==> src/fdu_pkg.sv <==
// Package for the fragmented frame deframer: field types, result codes and limits.
// Depends on nothing; every other file of the block imports it.
`default_nettype none
package fdu_pkg;

    typedef logic [7:0]  byte_t;
    typedef logic [1:0]  kind_t;
    typedef logic [9:0]  off_t;
    typedef logic [10:0] len_t;
    typedef logic [2:0]  err_t;

    // Result kinds.
    localparam kind_t KIND_PAYLOAD  = 2'd0;
    localparam kind_t KIND_COMPLETE = 2'd1;
    localparam kind_t KIND_ABORT    = 2'd2;

    // Abort codes.
    localparam err_t ERR_NONE     = 3'd0;
    localparam err_t ERR_SYNC     = 3'd1;
    localparam err_t ERR_LENGTH   = 3'd2;
    localparam err_t ERR_FIRST    = 3'd3;
    localparam err_t ERR_SEQUENCE = 3'd4;
    localparam err_t ERR_CHECKSUM = 3'd5;
    localparam err_t ERR_OVERFLOW = 3'd6;

    // Framing constants.
    localparam byte_t SYNC0 = 8'hAA;
    localparam byte_t SYNC1 = 8'h55;
    localparam byte_t FRAG_MAX = 8'd31;
    localparam len_t  MSG_MAX = 11'd1024;
    localparam len_t  CAP_RESET = 11'd256;

    typedef struct packed {
        kind_t kind;
        byte_t payload_byte;
        off_t  byte_offset;
        len_t  total_length;
        err_t  error_code;
    } res_t;

    typedef struct packed {
        logic valid;
        res_t res;
    } push_t;

endpackage
`default_nettype wire

==> src/fdu_rx_if.sv <==
// Input byte channel of the deframer: valid, ready and the received byte.
// Depends on fdu_pkg.
`default_nettype none
interface fdu_rx_if;
    import fdu_pkg::*;
    logic  valid;
    logic  ready;
    byte_t rx_byte;
    modport source (output valid, output rx_byte, input ready);
    modport sink (input valid, input rx_byte, output ready);
endinterface
`default_nettype wire

==> src/fdu_res_if.sv <==
// Result channel of the deframer: valid, ready and the result fields.
// Depends on fdu_pkg.
`default_nettype none
interface fdu_res_if;
    import fdu_pkg::*;
    logic  valid;
    logic  ready;
    kind_t kind;
    byte_t payload_byte;
    off_t  byte_offset;
    len_t  total_length;
    err_t  error_code;
    modport source (output valid, output kind, output payload_byte, output byte_offset,
                    output total_length, output error_code, input ready);
    modport sink (input valid, input kind, input payload_byte, input byte_offset,
                  input total_length, input error_code, output ready);
endinterface
`default_nettype wire

==> src/fdu_cfg_if.sv <==
// Configuration write channel of the deframer: valid, ready and the capacity value.
// Depends on fdu_pkg.
`default_nettype none
interface fdu_cfg_if;
    import fdu_pkg::*;
    logic valid;
    logic ready;
    len_t max_message_bytes;
    modport source (output valid, output max_message_bytes, input ready);
    modport sink (input valid, input max_message_bytes, output ready);
endinterface
`default_nettype wire

==> src/fdu_core.sv <==
// Per-byte deframing logic and message state of the deframer.
// Depends on fdu_pkg.
`default_nettype none
module fdu_core (
    input  wire logic           clk,
    input  wire logic           rst_n,
    input  wire logic           fire,
    input  wire fdu_pkg::byte_t rx_byte,
    input  wire fdu_pkg::len_t  cap,
    output fdu_pkg::push_t      push
);
    import fdu_pkg::*;

    localparam logic [1:0] PH_HEADER  = 2'd0;
    localparam logic [1:0] PH_PAYLOAD = 2'd1;
    localparam logic [1:0] PH_CHECK   = 2'd2;

    logic [1:0]  phase_reg, phase_next;
    logic [2:0]  hdr_cnt_reg, hdr_cnt_next;
    byte_t       hs_reg [2:6];
    byte_t       hs_next [2:6];
    logic [4:0]  frag_len_reg, frag_len_next;
    logic [4:0]  frag_pos_reg, frag_pos_next;
    byte_t       xor_reg, xor_next;
    logic [15:0] cur_frag_reg, cur_frag_next;
    logic [15:0] frag_tot_reg, frag_tot_next;
    len_t        msg_len_reg, msg_len_next;
    logic        in_msg_reg, in_msg_next;

    logic        sync_bad;
    logic        len_bad;
    logic [15:0] num;
    logic [15:0] cnt;
    len_t        base;
    logic [11:0] need;
    logic        no_room;
    logic [4:0]  pos_inc;
    res_t        res;
    logic        res_valid;

    always_comb
    begin
        num      = {hs_reg[5], hs_reg[4]};
        cnt      = {rx_byte, hs_reg[6]};
        len_bad  = (hs_reg[2] != 8'd0) || (hs_reg[3] == 8'd0) || (hs_reg[3] > FRAG_MAX);
        base     = in_msg_reg ? msg_len_reg : '0;
        need     = {1'b0, base} + {7'd0, hs_reg[3][4:0]} + 12'd1;
        no_room  = need > {1'b0, cap};
        sync_bad = ((hdr_cnt_reg == 3'd0) && (rx_byte != SYNC0)) ||
                   ((hdr_cnt_reg == 3'd1) && (rx_byte != SYNC1));
        pos_inc  = frag_pos_reg + 5'd1;
    end

    always_comb
    begin
        phase_next    = phase_reg;
        hdr_cnt_next  = hdr_cnt_reg;
        hs_next       = hs_reg;
        frag_len_next = frag_len_reg;
        frag_pos_next = frag_pos_reg;
        xor_next      = xor_reg;
        cur_frag_next = cur_frag_reg;
        frag_tot_next = frag_tot_reg;
        msg_len_next  = msg_len_reg;
        in_msg_next   = in_msg_reg;
        res           = '0;
        res_valid     = 1'b0;

        case (phase_reg)
            PH_PAYLOAD:
            begin
                res_valid        = 1'b1;
                res.kind         = KIND_PAYLOAD;
                res.payload_byte = rx_byte;
                res.byte_offset  = msg_len_reg[9:0];
                xor_next         = xor_reg ^ rx_byte;
                msg_len_next     = msg_len_reg + 11'd1;
                frag_pos_next    = pos_inc;
                if (pos_inc >= frag_len_reg)
                begin
                    phase_next = PH_CHECK;
                end
            end
            PH_CHECK:
            begin
                phase_next   = PH_HEADER;
                hdr_cnt_next = 3'd0;
                if (rx_byte != xor_reg)
                begin
                    res_valid      = 1'b1;
                    res.kind       = KIND_ABORT;
                    res.error_code = ERR_CHECKSUM;
                    in_msg_next    = 1'b0;
                end
                else if (cur_frag_reg == frag_tot_reg)
                begin
                    res_valid        = 1'b1;
                    res.kind         = KIND_COMPLETE;
                    res.total_length = msg_len_reg;
                    in_msg_next      = 1'b0;
                end
            end
            default:
            begin
                if (sync_bad)
                begin
                    // A broken sync inside a message aborts it; the byte may restart a header.
                    if (in_msg_reg)
                    begin
                        res_valid      = 1'b1;
                        res.kind       = KIND_ABORT;
                        res.error_code = ERR_SYNC;
                        in_msg_next    = 1'b0;
                    end
                    hdr_cnt_next = (rx_byte == SYNC0) ? 3'd1 : 3'd0;
                end
                else if (hdr_cnt_reg != 3'd7)
                begin
                    case (hdr_cnt_reg)
                        3'd2: hs_next[2] = rx_byte;
                        3'd3: hs_next[3] = rx_byte;
                        3'd4: hs_next[4] = rx_byte;
                        3'd5: hs_next[5] = rx_byte;
                        3'd6: hs_next[6] = rx_byte;
                        default: ;
                    endcase
                    hdr_cnt_next = hdr_cnt_reg + 3'd1;
                end
                else
                begin
                    hdr_cnt_next   = 3'd0;
                    res.kind       = KIND_ABORT;
                    if (len_bad)
                    begin
                        res.error_code = ERR_LENGTH;
                    end
                    else if (!in_msg_reg)
                    begin
                        if (num != 16'd1)
                        begin
                            res.error_code = ERR_FIRST;
                        end
                        else if ((cnt == 16'd0) || no_room)
                        begin
                            res.error_code = ERR_OVERFLOW;
                        end
                    end
                    else if ((num != cur_frag_reg + 16'd1) || (cnt != frag_tot_reg))
                    begin
                        res.error_code = ERR_SEQUENCE;
                    end
                    else if (no_room)
                    begin
                        res.error_code = ERR_OVERFLOW;
                    end

                    if (res.error_code != ERR_NONE)
                    begin
                        res_valid   = 1'b1;
                        in_msg_next = 1'b0;
                    end
                    else
                    begin
                        res.kind = KIND_PAYLOAD;
                        if (!in_msg_reg)
                        begin
                            msg_len_next  = '0;
                            frag_tot_next = cnt;
                        end
                        in_msg_next   = 1'b1;
                        cur_frag_next = num;
                        frag_len_next = hs_reg[3][4:0];
                        frag_pos_next = 5'd0;
                        xor_next      = 8'd0;
                        phase_next    = PH_PAYLOAD;
                    end
                end
            end
        endcase
    end

    assign push.valid = fire && res_valid;
    assign push.res   = res;

    always_ff @(posedge clk or negedge rst_n)
    begin
        if (!rst_n)
        begin
            phase_reg    <= PH_HEADER;
            hdr_cnt_reg  <= 3'd0;
            hs_reg       <= '{default: 8'd0};
            frag_len_reg <= 5'd0;
            frag_pos_reg <= 5'd0;
            xor_reg      <= 8'd0;
            cur_frag_reg <= 16'd0;
            frag_tot_reg <= 16'd0;
            msg_len_reg  <= '0;
            in_msg_reg   <= 1'b0;
        end
        else if (fire)
        begin
            phase_reg    <= phase_next;
            hdr_cnt_reg  <= hdr_cnt_next;
            hs_reg       <= hs_next;
            frag_len_reg <= frag_len_next;
            frag_pos_reg <= frag_pos_next;
            xor_reg      <= xor_next;
            cur_frag_reg <= cur_frag_next;
            frag_tot_reg <= frag_tot_next;
            msg_len_reg  <= msg_len_next;
            in_msg_reg   <= in_msg_next;
        end
    end

    // Payload and checksum bytes only occur inside an open message.
    a_phase_in_msg: assert property (@(posedge clk) disable iff (!rst_n)
        (phase_reg != PH_HEADER) |-> in_msg_reg)
        else $error("payload or checksum phase without an open message");

    // The fragment position stays below the fragment length while payload is taken.
    a_pos_bound: assert property (@(posedge clk) disable iff (!rst_n)
        (phase_reg == PH_PAYLOAD) |-> (frag_pos_reg < frag_len_reg))
        else $error("fragment position ran past the fragment length");

    // The capacity check keeps the message within the largest buffer.
    a_len_bound: assert property (@(posedge clk) disable iff (!rst_n)
        in_msg_reg |-> (msg_len_reg < MSG_MAX))
        else $error("message length exceeds the buffer limit");

endmodule
`default_nettype wire

==> src/fdu_obuf.sv <==
// Two-entry output buffer of the deframer that drives the result channel.
// Depends on fdu_pkg and fdu_res_if.
`default_nettype none
module fdu_obuf (
    input  wire logic           clk,
    input  wire logic           rst_n,
    input  wire fdu_pkg::push_t push,
    output logic                space,
    fdu_res_if.source           res
);
    import fdu_pkg::*;

    logic [1:0] cnt_reg, cnt_next;
    res_t       head_reg;
    res_t       tail_reg;
    logic       pop;

    assign pop   = (cnt_reg != 2'd0) && res.ready;
    assign space = (cnt_reg != 2'd2);

    always_comb
    begin
        cnt_next = cnt_reg + {1'b0, push.valid} - {1'b0, pop};
    end

    always_ff @(posedge clk or negedge rst_n)
    begin
        if (!rst_n)
        begin
            cnt_reg <= 2'd0;
        end
        else
        begin
            cnt_reg <= cnt_next;
        end
    end

    always_ff @(posedge clk)
    begin
        if (pop)
        begin
            if (cnt_reg == 2'd2)
            begin
                head_reg <= tail_reg;
            end
            else if (push.valid)
            begin
                head_reg <= push.res;
            end
        end
        else if (push.valid)
        begin
            if (cnt_reg == 2'd0)
            begin
                head_reg <= push.res;
            end
            else
            begin
                tail_reg <= push.res;
            end
        end
    end

    assign res.valid        = (cnt_reg != 2'd0);
    assign res.kind         = head_reg.kind;
    assign res.payload_byte = head_reg.payload_byte;
    assign res.byte_offset  = head_reg.byte_offset;
    assign res.total_length = head_reg.total_length;
    assign res.error_code   = head_reg.error_code;

    // Nothing is written into a full buffer.
    a_no_overflow: assert property (@(posedge clk) disable iff (!rst_n)
        push.valid |-> (cnt_reg != 2'd2))
        else $error("result pushed into a full output buffer");

    // The fill count goes up by one on a push without a pop.
    a_count: assert property (@(posedge clk) disable iff (!rst_n)
        (push.valid && !pop) |=> (cnt_reg == $past(cnt_reg) + 2'd1))
        else $error("output buffer count did not follow a push");

endmodule
`default_nettype wire

==> src/fragmented_frame_deframer_unit.sv <==
// Top level of the fragmented frame deframer: input register, capacity register,
// per-byte deframing core and output buffer. Depends on fdu_pkg, the three channel
// interfaces, fdu_core and fdu_obuf.
//
// Usage: received link bytes enter on the rx channel, one item per byte. Each
// fragment is an 8-byte header (AA 55, big-endian length 1..31, little-endian
// number and count), the payload and an XOR checksum byte. Results leave on the
// res channel: one item per payload byte, one when a message completes and one
// when a message is aborted; bytes that are only header or checksum give none.
// The cfg channel writes the receive capacity; write it only while idle.
// Path: an accepted byte is held in the input register, handled by the core and
// written into the output buffer, which offers its result on res.
// Throughput: one byte per cycle while the output buffer has room, since each
// byte needs only a compare, an XOR and counter updates between the input
// register and the output buffer. When the receiver stalls, the two-entry output
// buffer fills and then rx.ready drops until room is made. Reset clears all
// message state, sets the capacity to 256 and starts hunting for a header.
`default_nettype none
module fragmented_frame_deframer_unit (
    input  wire logic clk,
    input  wire logic rst_n,
    fdu_rx_if.sink    rx,
    fdu_res_if.source res,
    fdu_cfg_if.sink   cfg
);
    import fdu_pkg::*;

    // Input register: holds one accepted byte until the core takes it.
    logic  s1_valid_reg;
    byte_t s1_byte_reg;
    logic  s1_fire;

    // Capacity register, capped at the largest supported message.
    len_t  cap_reg;
    len_t  cap_eff;

    push_t push;
    logic  space;

    // The core consumes the held byte whenever the output buffer has room, so a
    // new byte can enter in the same cycle.
    assign s1_fire  = s1_valid_reg && space;
    assign rx.ready = !s1_valid_reg || s1_fire;

    always_ff @(posedge clk or negedge rst_n)
    begin
        if (!rst_n)
        begin
            s1_valid_reg <= 1'b0;
        end
        else if (rx.ready)
        begin
            s1_valid_reg <= rx.valid;
        end
    end

    always_ff @(posedge clk)
    begin
        if (rx.ready && rx.valid)
        begin
            s1_byte_reg <= rx.rx_byte;
        end
    end

    // Configuration writes are always taken.
    assign cfg.ready = 1'b1;

    always_ff @(posedge clk or negedge rst_n)
    begin
        if (!rst_n)
        begin
            cap_reg <= CAP_RESET;
        end
        else if (cfg.valid)
        begin
            cap_reg <= cfg.max_message_bytes;
        end
    end

    assign cap_eff = (cap_reg > MSG_MAX) ? MSG_MAX : cap_reg;

    fdu_core u_core (
        .clk     (clk),
        .rst_n   (rst_n),
        .fire    (s1_fire),
        .rx_byte (s1_byte_reg),
        .cap     (cap_eff),
        .push    (push)
    );

    fdu_obuf u_obuf (
        .clk   (clk),
        .rst_n (rst_n),
        .push  (push),
        .space (space),
        .res   (res)
    );

endmodule
`default_nettype wire

==> src/flat_wrapper.sv <==
// flat-port wrapper written by rule: the top's interface ports become plain ports
module fragmented_frame_deframer_unit_flat import fdu_pkg::*;
  (clk, rst_n, rx_valid, rx_rx_byte, rx_ready, res_valid, res_kind, res_payload_byte, res_byte_offset, res_total_length, res_error_code, res_ready, cfg_valid, cfg_max_message_bytes, cfg_ready);
  fdu_rx_if rx_i ();
  fdu_res_if res_i ();
  fdu_cfg_if cfg_i ();
  input  wire logic clk;
  input  wire logic rst_n;
  input wire logic [$bits(rx_i.valid)-1:0] rx_valid;
  input wire logic [$bits(rx_i.rx_byte)-1:0] rx_rx_byte;
  output wire logic [$bits(rx_i.ready)-1:0] rx_ready;
  output wire logic [$bits(res_i.valid)-1:0] res_valid;
  output wire logic [$bits(res_i.kind)-1:0] res_kind;
  output wire logic [$bits(res_i.payload_byte)-1:0] res_payload_byte;
  output wire logic [$bits(res_i.byte_offset)-1:0] res_byte_offset;
  output wire logic [$bits(res_i.total_length)-1:0] res_total_length;
  output wire logic [$bits(res_i.error_code)-1:0] res_error_code;
  input wire logic [$bits(res_i.ready)-1:0] res_ready;
  input wire logic [$bits(cfg_i.valid)-1:0] cfg_valid;
  input wire logic [$bits(cfg_i.max_message_bytes)-1:0] cfg_max_message_bytes;
  output wire logic [$bits(cfg_i.ready)-1:0] cfg_ready;
  assign rx_i.valid = rx_valid;
  assign rx_i.rx_byte = rx_rx_byte;
  assign rx_ready = rx_i.ready;
  assign res_valid = res_i.valid;
  assign res_kind = res_i.kind;
  assign res_payload_byte = res_i.payload_byte;
  assign res_byte_offset = res_i.byte_offset;
  assign res_total_length = res_i.total_length;
  assign res_error_code = res_i.error_code;
  assign res_i.ready = res_ready;
  assign cfg_i.valid = cfg_valid;
  assign cfg_i.max_message_bytes = cfg_max_message_bytes;
  assign cfg_ready = cfg_i.ready;
  fragmented_frame_deframer_unit u_core (.clk(clk), .rst_n(rst_n), .rx(rx_i), .res(res_i), .cfg(cfg_i));
endmodule
==> config.mk <==
export PLATFORM = sky130hd
export DESIGN_NAME = fragmented_frame_deframer_unit_flat
export DESIGN_NICKNAME = d
export VERILOG_FILES = /design/src/fdu_pkg.sv /design/src/fdu_rx_if.sv /design/src/fdu_res_if.sv /design/src/fdu_cfg_if.sv /design/src/fdu_core.sv /design/src/fdu_obuf.sv /design/src/fragmented_frame_deframer_unit.sv /design/src/flat_wrapper.sv
export SDC_FILE = /design/constraint.sdc
export NUM_CORES = 1
export LEC_CHECK = 0
export BUFFER_PORTS_ARGS = -buffer_cell sky130_fd_sc_hd__buf_2
export CAP_MARGIN = 25
export CORE_UTILIZATION = 35
export CTS_CLUSTER_DIAMETER = 80
export DETAILED_ROUTE_END_ITERATION = 16
export PLACE_DENSITY_LB_ADDON = 0.25
export RECOVER_POWER = 100
export SLEW_MARGIN = 20
export SYNTH_ARGS = -nofsm -noshare
export SYNTH_HDL_FRONTEND = slang
export SYNTH_SLANG_ARGS = --single-unit
==> constraint.sdc <==
create_clock -name clk -period 11.1 [get_ports clk]
set_clock_uncertainty 0.2 [all_clocks]
set_input_delay 0.555 -clock clk [delete_from_list [all_inputs] [get_ports clk]]
set_output_delay 0.555 -clock clk [all_outputs]
set_load 0.02 [all_outputs]
---- Yosys cells after proc, flatten, opt, wreduce, memory -nomap -nowiden ----
Index checks and enable logic that the tools add are counted.
Widths: inputs -> output; s select.
operators by class
  reductions and logical operators ........ 37
  add/subtract/negate cells ............... 8
  bitwise gates (word level) .............. 10
  multiplexer cells ....................... 66
  $lt $le $gt $ge ......................... 4
  eq/ne operators ......................... 28
operators with widths
  kind                   number
  $mux 34                5
  $mux 11                8
  $mux 3                 14
  $reduce_and 5->1       8
  $ne 16x16->1           2
  $mux 8                 3
  $pmux 11 s2            1
  $mux 18                1
  $mux 2                 9
  $add 16x1->16 const B  1
  $eq 16x16->1           1
  $logic_not 16->1       1
  $ne 16x1->1 const B    1
  $pmux 8 s2             1
  $mux 5                 3
  $mux 1                 14
  $add 11x5->12          1
  $add 12x1->12 const B  1
  $gt 12x11->1           1
  $pmux 3 s2             2
  $add 11x1->11 const B  1
  $gt 11x11->1 const B   1
  $pmux 5 s2             1
  $eq 3x3->1 const B     3
  37 further kinds       69
storage, ports and cells
  flip-flop bits (word level) ............. 197
  logic and storage cells ................. 181
  output and inout port bits .............. 37
  input bits .............................. 24

---- Longest topological paths before layout ----
  depth in word-level cells ............... 21
  depth in mapped cells ................... 25
  gate-level depth less buffers ........... 23

---- Cells and area by module ----
Synthesis repeated with hierarchy kept, for this count alone.
unflattened totals
  cells, all modules ...................... 880
  area total of the unflattened synthesis .. 10466.3 µm²
by module, submodules not included
  module                          cells each  area an instance (µm²)  sequential area each (µm²)  times used
  fdu_core                        709         6909.1                  2677.6                      1
  fdu_obuf                        121         2735.1                  2092.0                      1
  fragmented_frame_deframer_unit  50          822.0                   541.8                       1

---- Least setup slack after synthesis ----
Ideal clock, no wire load.
  kind .................................... reg2reg
  start ................................... register u_core.u_core.in_msg_reg
  end ..................................... register u_core.u_obuf.tail_reg[0] (netlist name) (enable)
  clock period less this slack ............ 7.885 ns
  cell stages (with the launch flop) ...... 23
  setup time .............................. 0.511 ns
  slack ................................... 3.215 ns
  buffers on the path ..................... 2
  required time ........................... 10.389 ns
  data arrival time ....................... 7.175 ns
  cells stage by stage .................... dfrtp_1 buf_1 clkbuf_1 nand2_1 ha_1 fa_1 nor2b_1 o21ai_0 nand2b_1 a21oi_1 nor2_1 nand3_1 nand3_1 o21ai_0 ha_1 nand3_1 nor2_1 a21boi_0 o31ai_1 and2_1 a41oi_2 a31oi_1 nor4_1
on the way
  cells in the longest elaborated chain, start to end .. 19
  elaborated cells on any way between the ends .. 22
  those cells by class .................... add/sub: 2; order compare: 1; mux: 15; reduce/logical: 4
ends and longest elaborated chain
  item                                   line             text
  from (decl)                            fdu_core.sv:28   logic in_msg_reg, in_msg_next;
  from (signal assigned)                 fdu_core.sv:211  in_msg_reg <= in_msg_next;
  $mux 11                                fdu_core.sv:46   base = in_msg_reg ? msg_len_reg : '0;
  $add 11x5->12                          fdu_core.sv:47   need = {1'b0, base} + {7'd0, hs_reg[3][4:0]} + 12'd1;
  $add 12x1->12                          fdu_core.sv:47
  $gt 12x11->1                           fdu_core.sv:48   no_room = need > {1'b0, cap};
  $logic_or 1x1->1                       fdu_core.sv:143  else if ((cnt == 16'd0) || no_room)
  $mux 3                                 fdu_core.sv:143
  $mux 3                                 fdu_core.sv:139  if (num != 16'd1)
  $mux 3                                 fdu_core.sv:137  else if (!in_msg_reg)
  [... 3 more ...]                       n/a
  $mux 3                                 fdu_core.sv:69   case (phase_reg)
  $reduce_bool 3->1                      fdu_core.sv:157  if (res.error_code != ERR_NONE)
  $mux 1                                 fdu_core.sv:157
  $mux 1                                 fdu_core.sv:117  else if (hdr_cnt_reg != 3'd7)
  $mux 1 (*)                             fdu_core.sv:105  if (sync_bad)
  $pmux 1 s2 (*)                         fdu_core.sv:69
  $logic_and 1x1->1 (*)                  fdu_core.sv:182  assign push.valid = fire && res_valid;
  $reduce_and 3->1 (no source line) (*)  n/a
  to (signal assigned)                   fdu_obuf.sv:59   tail_reg <= push.res;
  to (decl)                              fdu_obuf.sv:15   res_t tail_reg;
Every way passes the cells marked *; elsewhere a longest branch is shown, timed or not. The select of a mux whose other input is x is not followed.
A chain may end at the register's enable or synchronous reset.

---- Final worst setup path ----
  start ................................... register u_core.u_core.in_msg_reg
  end ..................................... register u_core.u_obuf.head_reg, in the netlist u_core.u_obuf.res.kind[0] (enable)
on the way
  cells in the longest elaborated chain, start to end .. 20
  elaborated cells on any way between the ends .. 24
  those cells by class .................... add/sub: 2; order compare: 1; mux: 15; reduce/logical: 6
ends and longest elaborated chain
  item                                   line             text
  $mux 11                                fdu_core.sv:46
  $add 11x5->12                          fdu_core.sv:47
  $add 12x1->12                          fdu_core.sv:47
  $gt 12x11->1                           fdu_core.sv:48
  $logic_or 1x1->1                       fdu_core.sv:143
  $mux 3                                 fdu_core.sv:143
  $mux 3                                 fdu_core.sv:139
  $mux 3                                 fdu_core.sv:137
  [... 4 more ...]                       n/a
  $reduce_bool 3->1                      fdu_core.sv:157
  $mux 1                                 fdu_core.sv:157
  $mux 1                                 fdu_core.sv:117
  $mux 1 (*)                             fdu_core.sv:105
  $pmux 1 s2 (*)                         fdu_core.sv:69
  $logic_and 1x1->1 (*)                  fdu_core.sv:182
  $reduce_bool 2->1 (no source line)     n/a
  $reduce_and 3->1 (no source line) (*)  n/a
  to (signal assigned)                   fdu_obuf.sv:44   head_reg <= tail_reg;
  to (signal assigned)                   fdu_obuf.sv:48   head_reg <= push.res;
  to (signal assigned)                   fdu_obuf.sv:55   head_reg <= push.res;
  to (decl)                              fdu_obuf.sv:14   res_t head_reg;
Marked as above.

==> qor.tcl <==
set qor(outcome) {finished, violations left}
set qor(violations) {capacitance limit, slew limit}
set qor(dp.cells) 1289
set qor(drt-vias-per-instance) 5.14
set qor(highest_clock_frequency_the_design_can_meet_ghz) 0.126
set qor(ctsHtreeMaxLevel) 4
set qor(detailedPlace.worstSlack_ns) 4.86
set qor(worst-r2r-setup-slack_ns) 3.17
set qor(ys_ff_latch) 197
set qor(synth_largest_area_cell) {sky130_fd_sc_hd__dfrtp_1}
set qor(finalCriticalPeriod_ns) 7.93
set qor(final_power_uw) 1700
set qor(clkSlewWorstSetupHoldPaths_ns) 0.08
set qor(cp.required_ns) 10.97
set qor(clock_tree.buffer_depth) 2
set qor(synthArstFlopShare) 0.614
set qor(die_area_um2) 29900
set qor(static-leakage-power_uw) 0.00497
set qor(cts_hold_buf) 1
set qor(post_layout_nonfiller_instances) 1323
set qor(port-buffer-count) 59
set qor(synth_fp_nets) 934
set qor(detailedRoute.firstPassIterationCount) 5
set qor(prevailing_post_synth_register_cell) {sky130_fd_sc_hd__dfrtp_1}
set qor(number_of_global_route_vias_before_repair) 6645
set qor(final_min_period_over_clock_period) 0.715
set qor(setup_repair_after_global_routing_missed_its_margin) {false}
set qor(final_cell_mix) {120 x sky130_fd_sc_hd__dfrtp_1, 100 x sky130_fd_sc_hd__mux2_2, 76 x sky130_fd_sc_hd__edfxtp_1}
set qor(postCtsResizedCells) 0
set qor(netlist_cell_types) 61
set qor(power_per_cell_area_nw_per_um2) 148
set qor(synth_simple_gate_area_share) 0.130
set qor(synth.mux.area_fraction) 0.134
set qor(timing.critical_path.slowest_stage_cell) {sky130_fd_sc_hd__o21ai_0}
set qor(pin_count_of_the_biggest_net_entering_global_routing) 80
set qor(count_of_final_max_slew_check_failures) 195
set qor(syn-instance-count) 875
set qor(worst_slack_ns) 3.17
set qor(hold_slack_ns) 0.0902
set qor(critical_path.max_fanout) 22
set qor(synth_top_cell_area_share) 0.294
set qor(gr-usage-all-layers) 0.162
set qor(std_cell_rows) 62
set qor(tightest_slew_ns) 4.20
set qor(max_cap_viol_count) 6
set qor(max_slew_margin) -1.80
set qor(path_class) {flip-flop to flip-flop}
set qor(combinational_family_with_the_most_area_after_synthesis) {multiplexers}
set qor(synth_compound_area_frac) 0.0844
set qor(remaining_drc_errors) 0
set qor(dpl.hpwl_um) 16300
set qor(flip_flop_count_of_the_largest_register_all_copies_and_words_added) 34
set qor(mappedNetlistArea_um2) 10200
set qor(grt_pass1_wl_um) 38100
set qor(grt_overflow_total) 0
set qor(synthesis.area_per_instance_um2) 11.7
set qor(die_y_um) 173
set qor(cts_setup_buffers) 0
set qor(synth_warnings) 0
set qor(clock_sinks) 197
set qor(critPathMostFrequentCell) {sky130_fd_sc_hd__o21ai_0}
set qor(tritoncts) {built}
set qor(layout.nets) 985
set qor(worstSkewPairLatency_ns) 0.45
set qor(finalWirelength_um) 23200
set qor(critPathLaunchType) {flip-flop}
set qor(die_x_um) 173
set qor(filler_cell_count) 2792
set qor(synth_enable_flop_cells) 76
set qor(wire_per_inst_um) 17.5
set qor(irDropWorstVdd_v) 0.000102
set qor(first_iter_violations) 423
set qor(cp-end-kind) {flip-flop}
set qor(hold_viol) 0
set qor(core_um2) 28700
set qor(initial_utilization) 0.356
set qor(design.portCount) 61
set qor(clock-root-buffer) {sky130_fd_sc_hd__clkbuf_16}
set qor(cp_cell_sequence) {nand2_1 -> inv_1 -> ha_1 -> nor2b_1 -> o21ai_0 -> a21boi_0 -> o21ai_0 -> nand2_1 -> and3_1 -> xor2_1 -> and2_0 -> ha_1 -> nand3_1 -> nor2_1 -> a21boi_0 -> o31ai_1 -> and2_0 -> a41oi_1 -> a31oi_1 -> o21ai_0 -> clkbuf_1}
set qor(vias) 6794
set qor(routabilityCongestion) 0.800
set qor(yosys.area_share.adder) 0.0436
set qor(cp_max_stage_delay_ns) 1.79
set qor(final_common_cell) {sky130_fd_sc_hd__dfrtp_1}
set qor(yosys.area_share.xor_xnor) 0.0575
set qor(ys_seq_area_frac) 0.520
set qor(area_delta_synth_final_pct) 12.2
set qor(setup_violations) 0
set qor(cp_data_arrival_time_ns) 7.81
set qor(grt_antenna_before_repair) 0
set qor(synth_top_cells_by_area) {sky130_fd_sc_hd__dfrtp_1 29%, sky130_fd_sc_hd__edfxtp_1 22%, sky130_fd_sc_hd__mux2_2 12%}
set qor(num_antenna_cells) 0
set qor(cts_buffers) 17
set qor(final.setup.tns_ns) 0
set qor(final_layout_size_suffix_gt1_frac) 0.178
set qor(hp-class) {primary input to flip-flop}
set qor(ant_nets) 0
[cells by family (layout without fill, tap and decap cells)]
| group | Yosys count | count (layout) |
|---|---|---|
| AOI/OAI and AO/OA | 131 | 131 |
| muxes | 122 | 122 |
| other | 1 | 1 |
| xor gates and xnor gates | 67 | 67 |
| DFF | 197 | 197 |
| adders and majority gates | 35 | 35 |
| and+or+nand+nor | 245 | 245 |
| buffers and inverters | 77 | 141 |
[synthesized netlist by cell type (3+ instances only)]
master and instances:
sky130_fd_sc_hd__and2_1 41, sky130_fd_sc_hd__nand3_1 19, sky130_fd_sc_hd__buf_2 7, sky130_fd_sc_hd__nor3_1 11, sky130_fd_sc_hd__ha_1 34, sky130_fd_sc_hd__dfrtp_1 120, sky130_fd_sc_hd__buf_1 3, sky130_fd_sc_hd__nor2_1 29
sky130_fd_sc_hd__nand4_1 12, sky130_fd_sc_hd__a31oi_1 20, sky130_fd_sc_hd__a41oi_1 3, sky130_fd_sc_hd__xnor2_1 23, sky130_fd_sc_hd__and4b_1 3, sky130_fd_sc_hd__a21oi_1 30, sky130_fd_sc_hd__mux2_1 10, sky130_fd_sc_hd__nand2b_1 8
sky130_fd_sc_hd__and3_1 19, sky130_fd_sc_hd__nand2_1 59, sky130_fd_sc_hd__xor2_1 44, sky130_fd_sc_hd__a211o_1 3, sky130_fd_sc_hd__o21ai_0 29, sky130_fd_sc_hd__o21bai_1 3, sky130_fd_sc_hd__inv_1 33, sky130_fd_sc_hd__o22ai_1 3
sky130_fd_sc_hd__clkbuf_1 31, sky130_fd_sc_hd__or4_1 3, sky130_fd_sc_hd__buf_4 3, sky130_fd_sc_hd__mux2_2 106, sky130_fd_sc_hd__o211ai_1 4, sky130_fd_sc_hd__a211oi_1 5, sky130_fd_sc_hd__nor4_1 19, sky130_fd_sc_hd__a21o_1 3
sky130_fd_sc_hd__nor2b_1 8, sky130_fd_sc_hd__a22o_1 4, sky130_fd_sc_hd__o31ai_1 10, sky130_fd_sc_hd__mux2i_1 6, sky130_fd_sc_hd__and4_1 3, sky130_fd_sc_hd__edfxtp_1 76
[per-layer routing]
| layer | global-route usage | share of wire | vias to the layer above |
|---|---|---|---|
| li1 | - | - | 3272 |
| met1 | 0.236 | 0.50 | 3363 |
| met2 | 0.251 | 0.45 | 142 |
| met3 | 0.0248 | 0.036 | 17 |
| met4 | 0.0420 | 0.011 | 0 |
| met5 | 0 | 0 | - |
[worst max-delay path: cells and delay by family (launching register included)]
kind / cells / cell delay [ns]
AO/OA/AOI/OAI: 8 / 3.58
AND/OR/NAND/NOR: 8 / 1.37
buffers and inverters: 2 / 0.93
flip-flops: 1 / 0.82
adder cells (fa/ha/maj): 2 / 0.51
XOR/XNOR: 1 / 0.13
[stage by stage]
stage | cell area, µm² | util
final | 11500 | 0.399
after global placement | 10900 | 0.381
after CTS | 11600 | 0.404
after floorplan | 10200 | -
after global routing | 11500 | 0.399
after detailed placement | 11000 | 0.382
[report_power, final]
group / switching [µW] / leakage [µW] / internal [µW] / total [µW]
Combinational: 163 / 0.00232 / 72.9 / 236
Sequential: 21.5 / 0.00235 / 808 / 830
Clock: 326 / 0.000297 / 308 / 634
Total: 510 / 0.00497 / 1190 / 1700
[area by class of cell]
type,count,area [µm²],share of cell area
Sequential cell,197,5310,0.464
Multi-Input combinational cell,601,4570,0.399
Tap cell,384,480,0.0419
Clock buffer,17,425,0.0371
Timing Repair Buffer,76,340,0.0297
Clock inverter,15,203,0.0177
Inverter,33,124,0.0108
[path summary, 6_finish.rpt]
path	depth (start not counted)	from	end
max in group asynchronous	3	rst_n	u_core.u_core.msg_len_reg[1]$_DFFE_PN0P_
max	21	u_core.u_core.in_msg_reg$_DFFE_PN0P_	u_core.u_obuf.res.kind[0]$_DFFE_PP_
min reg2reg	1	u_core.cap_reg[0]$_DFFE_PN0P_	u_core.cap_reg[0]$_DFFE_PN0P_
min	1	rx_rx_byte[4]	u_core.s1_byte_reg[4]$_DFFE_PP_
min in group asynchronous	2	rst_n	u_core.cap_reg[3]$_DFFE_PN0P_
max reg2reg	21	u_core.u_core.in_msg_reg$_DFFE_PN0P_	u_core.u_obuf.res.kind[0]$_DFFE_PP_
No activity file was read; power rests on OpenSTA's default activity.
